$ cat src/hdl/cbmirq_pkg.sv
// ----------------------------------------------------------------------------
// cbmirq_pkg
// Types and constants shared by the bank mapper and its checker.
// ----------------------------------------------------------------------------
package cbmirq_pkg;

  typedef enum logic [1:0] {
    OP_WRITE     = 2'd0,
    OP_TICK      = 2'd1,
    OP_CPU_XLATE = 2'd2,
    OP_PPU_XLATE = 2'd3
  } op_e;

  // CPU register addresses, exact match
  localparam logic [15:0] REG_PRG0   = 16'h8000;
  localparam logic [15:0] REG_PRG1   = 16'h8001;
  localparam logic [15:0] REG_CHR2K0 = 16'h8002;
  localparam logic [15:0] REG_CHR2K1 = 16'h8003;
  localparam logic [15:0] REG_CHR1K0 = 16'hA000;
  localparam logic [15:0] REG_CHR1K1 = 16'hA001;
  localparam logic [15:0] REG_CHR1K2 = 16'hA002;
  localparam logic [15:0] REG_CHR1K3 = 16'hA003;
  localparam logic [15:0] REG_COUNT  = 16'hC000;
  localparam logic [15:0] REG_ENABLE = 16'hC001;
  localparam logic [15:0] REG_MIRROR = 16'hE000;

  localparam int unsigned MIRROR_BIT  = 6;
  localparam logic [7:0]  COUNT_LIMIT = 8'hFF;

  localparam int unsigned ADDR_W   = 16;
  localparam int unsigned DATA_W   = 8;
  localparam int unsigned MAPPED_W = 21;

endpackage

$ cat src/hdl/cartridge_bank_mapper_irq_unit.sv
// ----------------------------------------------------------------------------
// cartridge_bank_mapper_irq_unit
// Bank-switching cartridge mapper with a scanline interrupt counter. Each
// input word is a CPU register write, a scanline tick, or a CPU or PPU address
// to translate into a ROM byte offset; every word yields exactly one result
// word carrying the mapped offset, its valid flag, the current mirroring, the
// interrupt pulse and the counter value after the word. The unit takes one
// word per clock while the result side does not stall. An accepted word
// waits in the input register and moves into the result register once that
// register is free; the bank, mirroring and counter state are updated at
// that same edge. Stalls on the result side back up through the input
// register.
// ----------------------------------------------------------------------------
module cartridge_bank_mapper_irq_unit (
  input  logic                                 clk_i,
  input  logic                                 rst_ni,
  input  logic                                 in_valid_i,
  output logic                                 in_stall_o,
  input  logic [1:0]                           opcode_i,
  input  logic [cbmirq_pkg::ADDR_W-1:0]        address_i,
  input  logic [cbmirq_pkg::DATA_W-1:0]        write_data_i,
  output logic                                 out_valid_o,
  input  logic                                 out_stall_i,
  output logic [cbmirq_pkg::MAPPED_W-1:0]      mapped_address_o,
  output logic                                 mapped_valid_o,
  output logic                                 nametable_horiz_o,
  output logic                                 irq_request_o,
  output logic [7:0]                           irq_count_now_o
);

  // input register
  logic                           in_valid_q;
  cbmirq_pkg::op_e                op_q;
  logic [cbmirq_pkg::ADDR_W-1:0]  addr_q;
  logic [cbmirq_pkg::DATA_W-1:0]  data_q;

  // mapper state
  logic [1:0][7:0] prg_q, prg_d;
  logic [1:0][7:0] chr2_q, chr2_d;
  logic [3:0][7:0] chr1_q, chr1_d;
  logic            mir_q, mir_d;
  logic            mir_auto_q, mir_auto_d;
  logic [7:0]      count_q, count_d;
  logic            en_q, en_d;

  // result register
  logic                            out_valid_q;
  logic [cbmirq_pkg::MAPPED_W-1:0] res_addr_q, res_addr_d;
  logic                            res_valid_q, res_valid_d;
  logic                            res_irq_q, res_irq_d;

  logic out_ready;
  logic step;

  assign out_ready  = !out_valid_q || !out_stall_i;
  assign step       = in_valid_q && out_ready;
  assign in_stall_o = in_valid_q && !out_ready;

  always_ff @(posedge clk_i or negedge rst_ni) begin
    if (!rst_ni) begin
      in_valid_q <= 1'b0;
    end else if (!in_stall_o) begin
      in_valid_q <= in_valid_i;
    end
  end

  always_ff @(posedge clk_i) begin
    if (in_valid_i && !in_stall_o) begin
      op_q   <= cbmirq_pkg::op_e'(opcode_i);
      addr_q <= address_i;
      data_q <= write_data_i;
    end
  end

  always_comb begin
    prg_d       = prg_q;
    chr2_d      = chr2_q;
    chr1_d      = chr1_q;
    mir_d       = mir_q;
    mir_auto_d  = mir_auto_q;
    count_d     = count_q;
    en_d        = en_q;
    res_addr_d  = '0;
    res_valid_d = 1'b0;
    res_irq_d   = 1'b0;
    case (op_q)
      cbmirq_pkg::OP_WRITE: begin
        case (addr_q)
          cbmirq_pkg::REG_PRG0: begin
            prg_d[0] = data_q;
            if (mir_auto_q) begin
              mir_d = data_q[cbmirq_pkg::MIRROR_BIT];
            end
          end
          cbmirq_pkg::REG_PRG1:   prg_d[1]  = data_q;
          cbmirq_pkg::REG_CHR2K0: chr2_d[0] = data_q;
          cbmirq_pkg::REG_CHR2K1: chr2_d[1] = data_q;
          cbmirq_pkg::REG_CHR1K0: chr1_d[0] = data_q;
          cbmirq_pkg::REG_CHR1K1: chr1_d[1] = data_q;
          cbmirq_pkg::REG_CHR1K2: chr1_d[2] = data_q;
          cbmirq_pkg::REG_CHR1K3: chr1_d[3] = data_q;
          cbmirq_pkg::REG_COUNT:  count_d   = data_q;
          cbmirq_pkg::REG_ENABLE: en_d      = data_q[0];
          cbmirq_pkg::REG_MIRROR: begin
            // first write here takes mirroring away from the bank register
            mir_d      = data_q[cbmirq_pkg::MIRROR_BIT];
            mir_auto_d = 1'b0;
          end
          default: ;
        endcase
      end
      cbmirq_pkg::OP_TICK: begin
        if (en_q) begin
          if (count_q == cbmirq_pkg::COUNT_LIMIT) begin
            en_d      = 1'b0;
            res_irq_d = 1'b1;
          end else begin
            count_d = count_q + 8'd1;
          end
        end
      end
      cbmirq_pkg::OP_CPU_XLATE: begin
        // 8000-BFFF: two switchable 8K windows
        if (addr_q[15:14] == 2'b10) begin
          res_addr_d  = {prg_q[addr_q[13]], addr_q[12:0]};
          res_valid_d = 1'b1;
        end
      end
      cbmirq_pkg::OP_PPU_XLATE: begin
        if (addr_q[15:13] == 3'b000) begin
          res_valid_d = 1'b1;
          if (!addr_q[12]) begin
            res_addr_d = {2'b00, chr2_q[addr_q[11]], addr_q[10:0]};
          end else begin
            res_addr_d = {3'b000, chr1_q[addr_q[11:10]], addr_q[9:0]};
          end
        end
      end
      default: ;
    endcase
  end

  always_ff @(posedge clk_i or negedge rst_ni) begin
    if (!rst_ni) begin
      prg_q      <= '0;
      chr2_q     <= '0;
      chr1_q     <= '0;
      mir_q      <= 1'b0;
      mir_auto_q <= 1'b1;
      count_q    <= '0;
      en_q       <= 1'b0;
    end else if (step) begin
      prg_q      <= prg_d;
      chr2_q     <= chr2_d;
      chr1_q     <= chr1_d;
      mir_q      <= mir_d;
      mir_auto_q <= mir_auto_d;
      count_q    <= count_d;
      en_q       <= en_d;
    end
  end

  always_ff @(posedge clk_i or negedge rst_ni) begin
    if (!rst_ni) begin
      out_valid_q <= 1'b0;
    end else if (out_ready) begin
      out_valid_q <= in_valid_q;
    end
  end

  always_ff @(posedge clk_i) begin
    if (step) begin
      res_addr_q  <= res_addr_d;
      res_valid_q <= res_valid_d;
      res_irq_q   <= res_irq_d;
    end
  end

  // mirroring and counter are state after the word; they move only on step
  assign out_valid_o       = out_valid_q;
  assign mapped_address_o  = res_addr_q;
  assign mapped_valid_o    = res_valid_q;
  assign nametable_horiz_o = mir_q;
  assign irq_request_o     = res_irq_q;
  assign irq_count_now_o   = count_q;

endmodule

$ cat config.mk
export PLATFORM = sky130hd
export DESIGN_NAME = cartridge_bank_mapper_irq_unit
export DESIGN_NICKNAME = d
export VERILOG_FILES = /design/src/hdl/cbmirq_pkg.sv /design/src/hdl/cartridge_bank_mapper_irq_unit.sv
export SDC_FILE = /design/constraint.sdc
export NUM_CORES = 1
export LEC_CHECK = 0
export BUFFER_PORTS_ARGS = -buffer_cell sky130_fd_sc_hd__buf_4
export CORE_ASPECT_RATIO = 2
export CORE_UTILIZATION = 50
export CTS_BUF_LIST = sky130_fd_sc_hd__clkbuf_4
export DETAILED_ROUTE_END_ITERATION = 8
export PLACE_DENSITY = 0.85
export SYNTH_ARGS = -nofsm -noshare
export SYNTH_HDL_FRONTEND = slang
export SYNTH_SLANG_ARGS = --single-unit
$ cat constraint.sdc
create_clock -name clk_i -period 2.7 [get_ports clk_i]
set_clock_uncertainty 0.15 [all_clocks]
set_input_delay 0.54 -clock clk_i [delete_from_list [all_inputs] [get_ports clk_i]]
set_output_delay 0.54 -clock clk_i [all_outputs]
set_load 0.02 [all_outputs]
## Word level (Yosys, flattened, before mapping)

Cells that the tools add are included.

| word-level totals | value |
|---|---|
| flip-flop bits (word level) | 126 |
| bits of input ports | 30 |
| output and inout bits | 34 |
| word-level logic and storage cells | 94 |

| cells by class | value |
|---|---|
| $add $sub $neg | 1 |
| $lt $le $gt $ge | 3 |
| equality and inequality tests | 21 |
| mux-type cells | 24 |
| reduce and logical (&&, ||, !) cells | 25 |

Operators by type and width:

| operator | number |
|---|---|
| $eq A16 B16 Y1 const B | 11 |
| $mux W8 | 8 |
| $pmux W21 S2 | 1 |
| $mux W19 | 2 |
| $reduce_and A3 Y1 | 10 |
| $mux W21 | 1 |
| $bmux W8 S2 | 1 |
| $pmux W8 S2 | 1 |
| $add A8 B1 Y8 const B | 1 |
| $eq A8 B8 Y1 const B | 1 |
| $mux W1 | 7 |
| $eq A2 B2 Y1 const B | 3 |
| $ne A2 B2 Y1 const B | 3 |
| $pmux W1 S2 | 3 |
| $reduce_and A5 Y1 | 1 |
| $logic_not A1 Y1 | 4 |
| $lt A1 B2 Y1 const B | 2 |
| $ne A2 B1 Y1 const B | 2 |
| $reduce_and A4 Y1 | 1 |
| $reduce_bool A2 Y1 | 2 |
| $logic_and A1 B1 Y1 | 3 |
| $logic_not A3 Y1 | 1 |
| $lt A2 B3 Y1 const B | 1 |
| $eq A2 B1 Y1 const B | 1 |
| 3 further kinds | 3 |

## Longest topological paths before layout

Gate-level depths: netlist of run 1.

| logic depth | value |
|---|---|
| depth after elaboration | 6 |
| mapped depth | 8 |
| mapped depth without buffers | 7 |

## Worst setup path before layout of run 1

Ideal clock, no wire load.

| timing path | value |
|---|---|
| path kind | input-to-reg |
| from | in out_stall_i |
| to | reg chr1_q[16] in the netlist's numbering |
| setup time | 125 ps |
| arrival | 2553 ps |
| data required time | 2425 ps |
| setup slack | -128 ps |
| cell stages on the path | 7 |
| buffers on the path | 0 |
| path through | nand2_1 > nand2_1 > inv_1 > nand4_4 > or3b_4 > nor2_8 > mux2_4 |

| on the way | value |
|---|---|
| cells in the longest elaborated chain, start to end | 4 |

Ends and longest elaborated chain:

| element | RTL line | text |
|---|---|---|
| start: declaration | cartridge_bank_mapper_irq_unit.sv:23 | `input logic out_stall_i,` |
| $logic_not A1 Y1 | cartridge_bank_mapper_irq_unit.sv:55 | `assign out_ready = !out_valid_q \|\| !out_stall_i;` |
| $logic_or A1 B1 Y1 | cartridge_bank_mapper_irq_unit.sv:55 |  |
| $logic_and A1 B1 Y1 | cartridge_bank_mapper_irq_unit.sv:56 | `assign step = in_valid_q && out_ready;` |
| net step | cartridge_bank_mapper_irq_unit.sv:53 | `logic step;` |
| $reduce_and A3 Y1 (no source line) | n/a |  |
| end signal: assignment | cartridge_bank_mapper_irq_unit.sv:155 | `chr1_q <= chr1_d;` |
| end: declaration | cartridge_bank_mapper_irq_unit.sv:40 | `logic [3:0][7:0] chr1_q, chr1_d;` |

The timed path passes the listed nets, and every way through them passes these cells.
A chain may end at the register's enable or synchronous reset.

## Worst setup path in the final report of run 1

| timing path | value |
|---|---|
| from | reg addr_q[13] in the netlist's numbering |
| to | reg chr2_q[15] in the netlist's numbering |

| on the way | value |
|---|---|
| cells in the longest elaborated chain, start to end | 2 |

Ends and longest elaborated chain:

| element | RTL line | text |
|---|---|---|
| start: declaration | cartridge_bank_mapper_irq_unit.sv:34 | `logic [cbmirq_pkg::ADDR_W-1:0] addr_q;` |
| start signal: assignment | cartridge_bank_mapper_irq_unit.sv:70 | `addr_q <= address_i;` |
| $eq A16 B16 Y1 | cartridge_bank_mapper_irq_unit.sv:88 | `case (addr_q)` |
| $reduce_and A3 Y1 (no source line) | n/a |  |
| end signal: assignment | cartridge_bank_mapper_irq_unit.sv:154 | `chr2_q <= chr2_d;` |
| end: declaration | cartridge_bank_mapper_irq_unit.sv:39 | `logic [1:0][7:0] chr2_q, chr2_d;` |

Every way passes these cells.

==> run summary, run 1 <==
largest fanout on the critical path = 8
maximum vdd drop = 0.669 mV
final setup fails = 0
clock tree from TritonCTS = done
number of cell rows = 53
Leak Pwr = 3.04 nW
post-synth design cell area = 5450 um^2
leading cell type in the layout, fill and taps excluded = buf_4
Filler Cell Count = 743
area delta synth->final = 24.7%
dominant cell type by count on the critical path = nand2_1
final sum of negative setup slack = 0 ps
unique cell type count in the Yosys netlist = 45
Root Buffer = clkbuf_4
final layout net count = 516
first-pass GRT wire length = 18200 um
H-tree level count = 4
Inserted Clock Buffers = 17
startpoint-to-endpoint class of the critical path = reg -> reg
Die W = 75.9 um
first-iteration detailed-routing DRC count = 184
buffers from clock root to sink, at most = 2
leading cell types in the layout, fill and taps excluded = buf_4, dfrtp_1, mux2_2
total die area = 11400 um^2
top cell type's share of synthesized area = 34.9%
clock sink count = 126
number of flops mapped to enable cells by yosys = 49
outcome = complete, no violations
transition time at the pin with the least slew margin = 581 ps
via count normalized by instance count = 5.60
leftover overflow at the end of global routing = 0
worst stage delay on the critical path = 460 ps
Final Hold Fails = 0
FF+latch count, synth = 126
mean cell area of the mapped netlist = 14.6 um^2
unrepaired setup endpoints after global routing = no
WP data arrival = 2660 ps
share of async-settable or async-resettable flops after synthesis = 61.1%
count of pins on the block boundary = 64
type of the worst min-delay path = in -> reg
Reg2Reg Setup Slack = 300 ps
number of cells in the design after placement = 576
kind of end point of the critical path = register
count of nets left with antenna violations after detail routing = 0
gate count after technology mapping = 373
Relative slew margins = 61.3%
Final Non-Filler Cells = 636
number of antenna violations at the first check in global routing = 1
post-CTS clock slew at the launch and capture registers of the worst setup and hold paths = 110 ps
Worst EP required = 2960 ps
sequential share of the synthesized area = 62.3%
primary flip-flop cell chosen by synthesis mapping = dfrtp_1
post-route clock period utilization = 88.8%
Final Max Slew Viols = 0
crit start category = register
vias in the first global route = 3642
total via count in the routed design = 3560
detailed-routing iteration count for the pre-antenna-repair pass = 4
final critical delay including setup and external delays = 2400 ps
layout cells sized above 1 = 39.8%
starting utilization of the core area = 51.7%
GR Util All Layers = 22.7%
pwr dens = 636 nW/um^2
total wire length = 11400 um
top area cells in the synthesized netlist = dfrtp_1, edfxtp_1, mux2_2
crit path cell chain = nor4_1 -> nand2_1 -> nor3_1 -> nand2_1 -> mux2_2
Synthesis Warnings = 0
max-cap violations = 0
Die H = 150 um
clock insertion delay at the later pin of the skew report = 530 ps
detailed placer's ending HPWL = 7840 um
DRC violations left = 0
total core area = 10500 um^2
pin count of the biggest net entering global routing = 44
number of port buffers = 63
gp weighted congestion = 0.821
cell type with the highest aggregate area in the netlist = dfrtp_1
nets in the synthesized netlist = 404
number of post-CTS setup repair buffers = 0
Highest Clock Rate = 417 MHz
detail-routed net length per standard cell = 18.0 um
critical-path cell with the highest stage delay = edfxtp_1
final timing paths:
path / cells past startpoint / from / to
worst max-delay path: 5 / addr_q[13] / chr2_q[15]
worst min-delay path: 2 / in_valid_i / in_valid_q
worst max register to register: 5 / addr_q[13] / chr2_q[15]
worst min register to register: 1 / mir_auto_q / mir_auto_q
max in group asynchronous: 3 / rst_ni / chr2_q[15]
min in group asynchronous: 2 / rst_ni / chr1_q[28]
worst max-delay path: cells and delay by family (launching register included):
family           cells  cell delay [ps]
DFF                  1              460
and+or+nand+nor      4             1300
muxes                1              370
per-stage QoR:
stage	worst slack, ps	area [um^2]	utilization [%]	power, mW	hold slack (ps)
2_1_floorplan	148	5460	-	2.51	94.4
3_3_place_gp	337	6180	58.6	2.75	317
3_5_place_dp	288	6180	58.6	2.77	324
4_1_cts	287	6780	64.3	4.35	1.01
5_1_grt	144	6800	64.5	4.49	15.6
6_report	301	6800	64.5	4.33	62.5
synthesized netlist by cell type (4+ instances only):
master / n
nor2_1: 14
nand2b_1: 4
o22ai_1: 9
and2_1: 4
inv_1: 7
mux4_2: 7
mux2i_1: 20
mux2_4: 8
dfrtp_1: 76
edfxtp_1: 49
nor2b_1: 11
a21oi_1: 19
nand4_1: 4
nand2_1: 23
clkbuf_1: 9
nor3_1: 4
nand3_1: 4
mux2_2: 55
o21ai_0: 7
final cells by class:
| class | count | area [um^2] | area share, % |
|---|---|---|---|
| multi-input cells | 225 | 1950 | 28.7 |
| diodes | 1 | 2.50 | 0.0368 |
| well taps | 137 | 171 | 2.52 |
| repair buffers | 108 | 891 | 13.1 |
| clock inverters | 14 | 218 | 3.20 |
| inverters | 7 | 30.0 | 0.442 |
| clock buffers | 18 | 135 | 1.99 |
| flip-flops and latches | 126 | 3400 | 50.0 |
layer usage:
layer | up-vias | global-route usage, % | wire, um
li1 | 1611 | - | -
met1 | 1786 | 24.8 | 4140
met2 | 127 | 39.1 | 6510
met3 | 36 | 6.13 | 424
met4 | 0 | 11.1 | 363
met5 | - | 0 | 0
power by group:
group	switching [mW]	leakage (nW)	internal [mW]
Combinational	0.290	1.33	0.238
Sequential	0.131	1.53	2.10
Clock	0.724	0.178	0.839
Total	1.14	3.04	3.18
timing repair:
action,4_1_cts,5_1_grt
gates resized for setup,0,0
hold endpoints to repair,64,2
hold buffers,25,2
logic make-up (layout without fill, tap and decap cells):
logic type	count (synthesis)	count (layout)	share of synthesized area, %
AND/OR/NAND/NOR	88	88	10.2
adder cells (fa/ha/maj)	1	1	0.229
flip-flops	126	126	62.3
buffers and inverters	22	147	1.84
AO/OA/AOI/OAI	43	43	4.63
multiplexers	93	93	20.7
other	0	1	0
registers in the layout (all words and copies together), names as in the netlist, 2 cells and up:
name,count
data_q,8
chr2_q,16
prg_q,16
op_q,2
addr_q,16
irq_count_now_o,8
chr1_q,32
mapped_address_o,21
(Power assumes the default switching activity.)
==> inputs of run 2 (changes only) <==
Settings changed: PLACE_DENSITY 0.85 to 0.82.
Clock period 2.7 ns to 3 ns, I/O delays scaled along.
==> run summary, run 2 (synthesis gave the netlist of run 1 again) <==
Leak Pwr = 2.90 nW (-4.6%)
Die W = 75.9 um (unchanged)
largest fanout on the critical path = 8 (unchanged)
Final Non-Filler Cells = 603 (-5.2%)
H-tree level count = 4 (unchanged)
met2 wire length = 6290 um (-3.3%)
total wire length = 11100 um (-3.4%)
worst setup path startpoint = addr_q[4]
count of nets left with antenna violations after detail routing = 0 (unchanged)
detailed-route wire length on metal 1 = 4000 um (-3.4%)
Final Hold Fails = 0 (unchanged)
final sum of negative setup slack = 0 ps (unchanged)
largest register by flop count = chr1_q
gp weighted congestion = 0.818 (-0.33%)
transition time at the pin with the least slew margin = 968 ps (+387 ps)
kind of end point of the critical path = register
pre-CTS WS = 338 ps (+50.9 ps)
post-route clock period utilization = 82.5% (-6.3 points)
clock sink count = 126 (unchanged)
post-CTS clock slew at the launch and capture registers of the worst setup and hold paths = 120 ps (about the same)
pwr dens = 594 nW/um^2 (-6.6%)
Relative slew margins = 35.5% (-26 points)
top routing layer in use = met4
Die H = 150 um (unchanged)
Post-CTS Hold Buffers = 0 (-100%)
total die area = 11400 um^2 (unchanged)
WP data arrival = 2750 ps (+90 ps)
Worst EP required = 3270 ps (+310 ps)
leading cell type in the layout, fill and taps excluded = dfrtp_1
Root Buffer = clkbuf_4
DRC violations left = 0 (unchanged)
number of port buffers = 63 (unchanged)
startpoint-to-endpoint class of the critical path = reg -> reg
leading cell types in the layout, fill and taps excluded = dfrtp_1, buf_4, mux2_2
detailed placer's ending HPWL = 7760 um (-1.1%)
total core area = 10500 um^2 (unchanged)
clock tree from TritonCTS = done
first-iteration detailed-routing DRC count = 178 (-3.3%)
starting utilization of the core area = 51.7% (unchanged)
final layout net count = 483 (-6.4%)
worst stage delay on the critical path = 570 ps (+110 ps)
number of post-CTS setup repair buffers = 0 (unchanged)
count of pins on the block boundary = 64 (unchanged)
detail-routed net length per standard cell = 18.3 um (+1.9%)
number of cell rows = 53 (unchanged)
reg-to-reg startpoint = addr_q[4]
detailed-routing iteration count for the pre-antenna-repair pass = 4 (unchanged)
min setup slack post-route = 525 ps (+224 ps)
via count normalized by instance count = 5.63 (+0.52%)
final setup fails = 0 (unchanged)
type of the worst min-delay path = in -> async
total via count in the routed design = 3393 (-4.7%)
Inserted Clock Buffers = 17 (unchanged)
pin count of the biggest net entering global routing = 78 (+77%)
clock insertion delay at the later pin of the skew report = 530 ps (about the same)
unrepaired setup endpoints after global routing = no
number of cells in the design after placement = 570 (-1.0%)
outcome = complete, no violations
Power Total = 3.84 mW (-11%)
GR Util All Layers = 21.8% (-0.85 points)
buffers from clock root to sink, at most = 2 (unchanged)
layout cells sized above 1 = 41.1% (+1.3 points)
number of antenna violations at the first check in global routing = 1 (unchanged)
final critical delay including setup and external delays = 2480 ps (+76.5 ps)
Final Max Slew Viols = 0 (unchanged)
maximum vdd drop = 0.487 mV (-27%)
CTS-repair resized insts = 0 (unchanged)
first-pass GRT wire length = 17600 um (-3.5%)
leftover overflow at the end of global routing = 0 (unchanged)
vias in the first global route = 3467 (-4.8%)
area delta synth->final = 18.6%
crit start category = register
critical-path cell with the highest stage delay = nor4_4
Highest Clock Rate = 404 MHz (-3.1%)
number of flip-flops in the largest register = 32 (unchanged)
crit path cell chain = nor4_1 -> buf_4 -> nand3_2 -> nor4_4 -> mux2_2
routed wire length on met3 = 382 um (-9.9%)
max-cap violations = 0 (unchanged)
-- run 2: cell types whose count changed in the layout (fill, tap and decap cells not counted), sizes merged --
| cell | delta |
|---|---|
| inv | +3 |
| clkinvlp | -1 |
| buf | -6 |
| clkinv | -2 |
| dlygate4sd3 | -27 |
-- run 2: per-layer routing --
metal / vias to the layer above / global-route usage, %
met5: - / 0
met4: 0 / 11.1
met3: 30 / 5.66
met2: 107 / 38.3
met1: 1711 / 23.1
li1: 1545 / -
-- run 2: worst paths after layout --
| path | to | slack (ps) | cells past startpoint |
|---|---|---|---|
| worst max-delay path | chr1_q[4] | 520 | 5 |
| worst min-delay path | chr1_q[2] | 50 | 1 |
| worst max register to register | chr1_q[4] | 520 | 5 |
| worst min register to register | mir_auto_q | 350 | 1 |
| max in group asynchronous | nametable_horiz_o | 2010 | 1 |
| min in group clk_i | addr_q[7] | 90 | 1 |
-- run 2: stage by stage --
step                hold slack, ps  util [%]  area (um^2)
finish                        52.1      61.3         6470
global route                  35.8      61.3         6470
CTS                           55.1      61.3         6460
detailed placement             329      58.0         6110
global placement               318      58.0         6110
floorplan                      154         -         5450
-- run 2: power breakdown --
group / switching, mW / internal (mW)
Clock: 0.639 / 0.756
Combinational: 0.252 / 0.187
Sequential: 0.115 / 1.89
-- run 2: worst max-delay path: cells and delay by family, from the launching register on --
kind / cells / cell delay, ps
and+or+nand+nor: 3 / 1210
muxes: 1 / 420
DFF: 1 / 400
buffers and inverters: 1 / 200
-- run 2: final cells by class --
class	instances	area [um^2]
clock buffers	18	135
inverters	7	26.3
fillers	786	4080
repair buffers	75	563
well taps	137	171
diodes	1	2.50
flip-flops and latches	126	3400
multi-input cells	225	1950
clock inverters	14	215
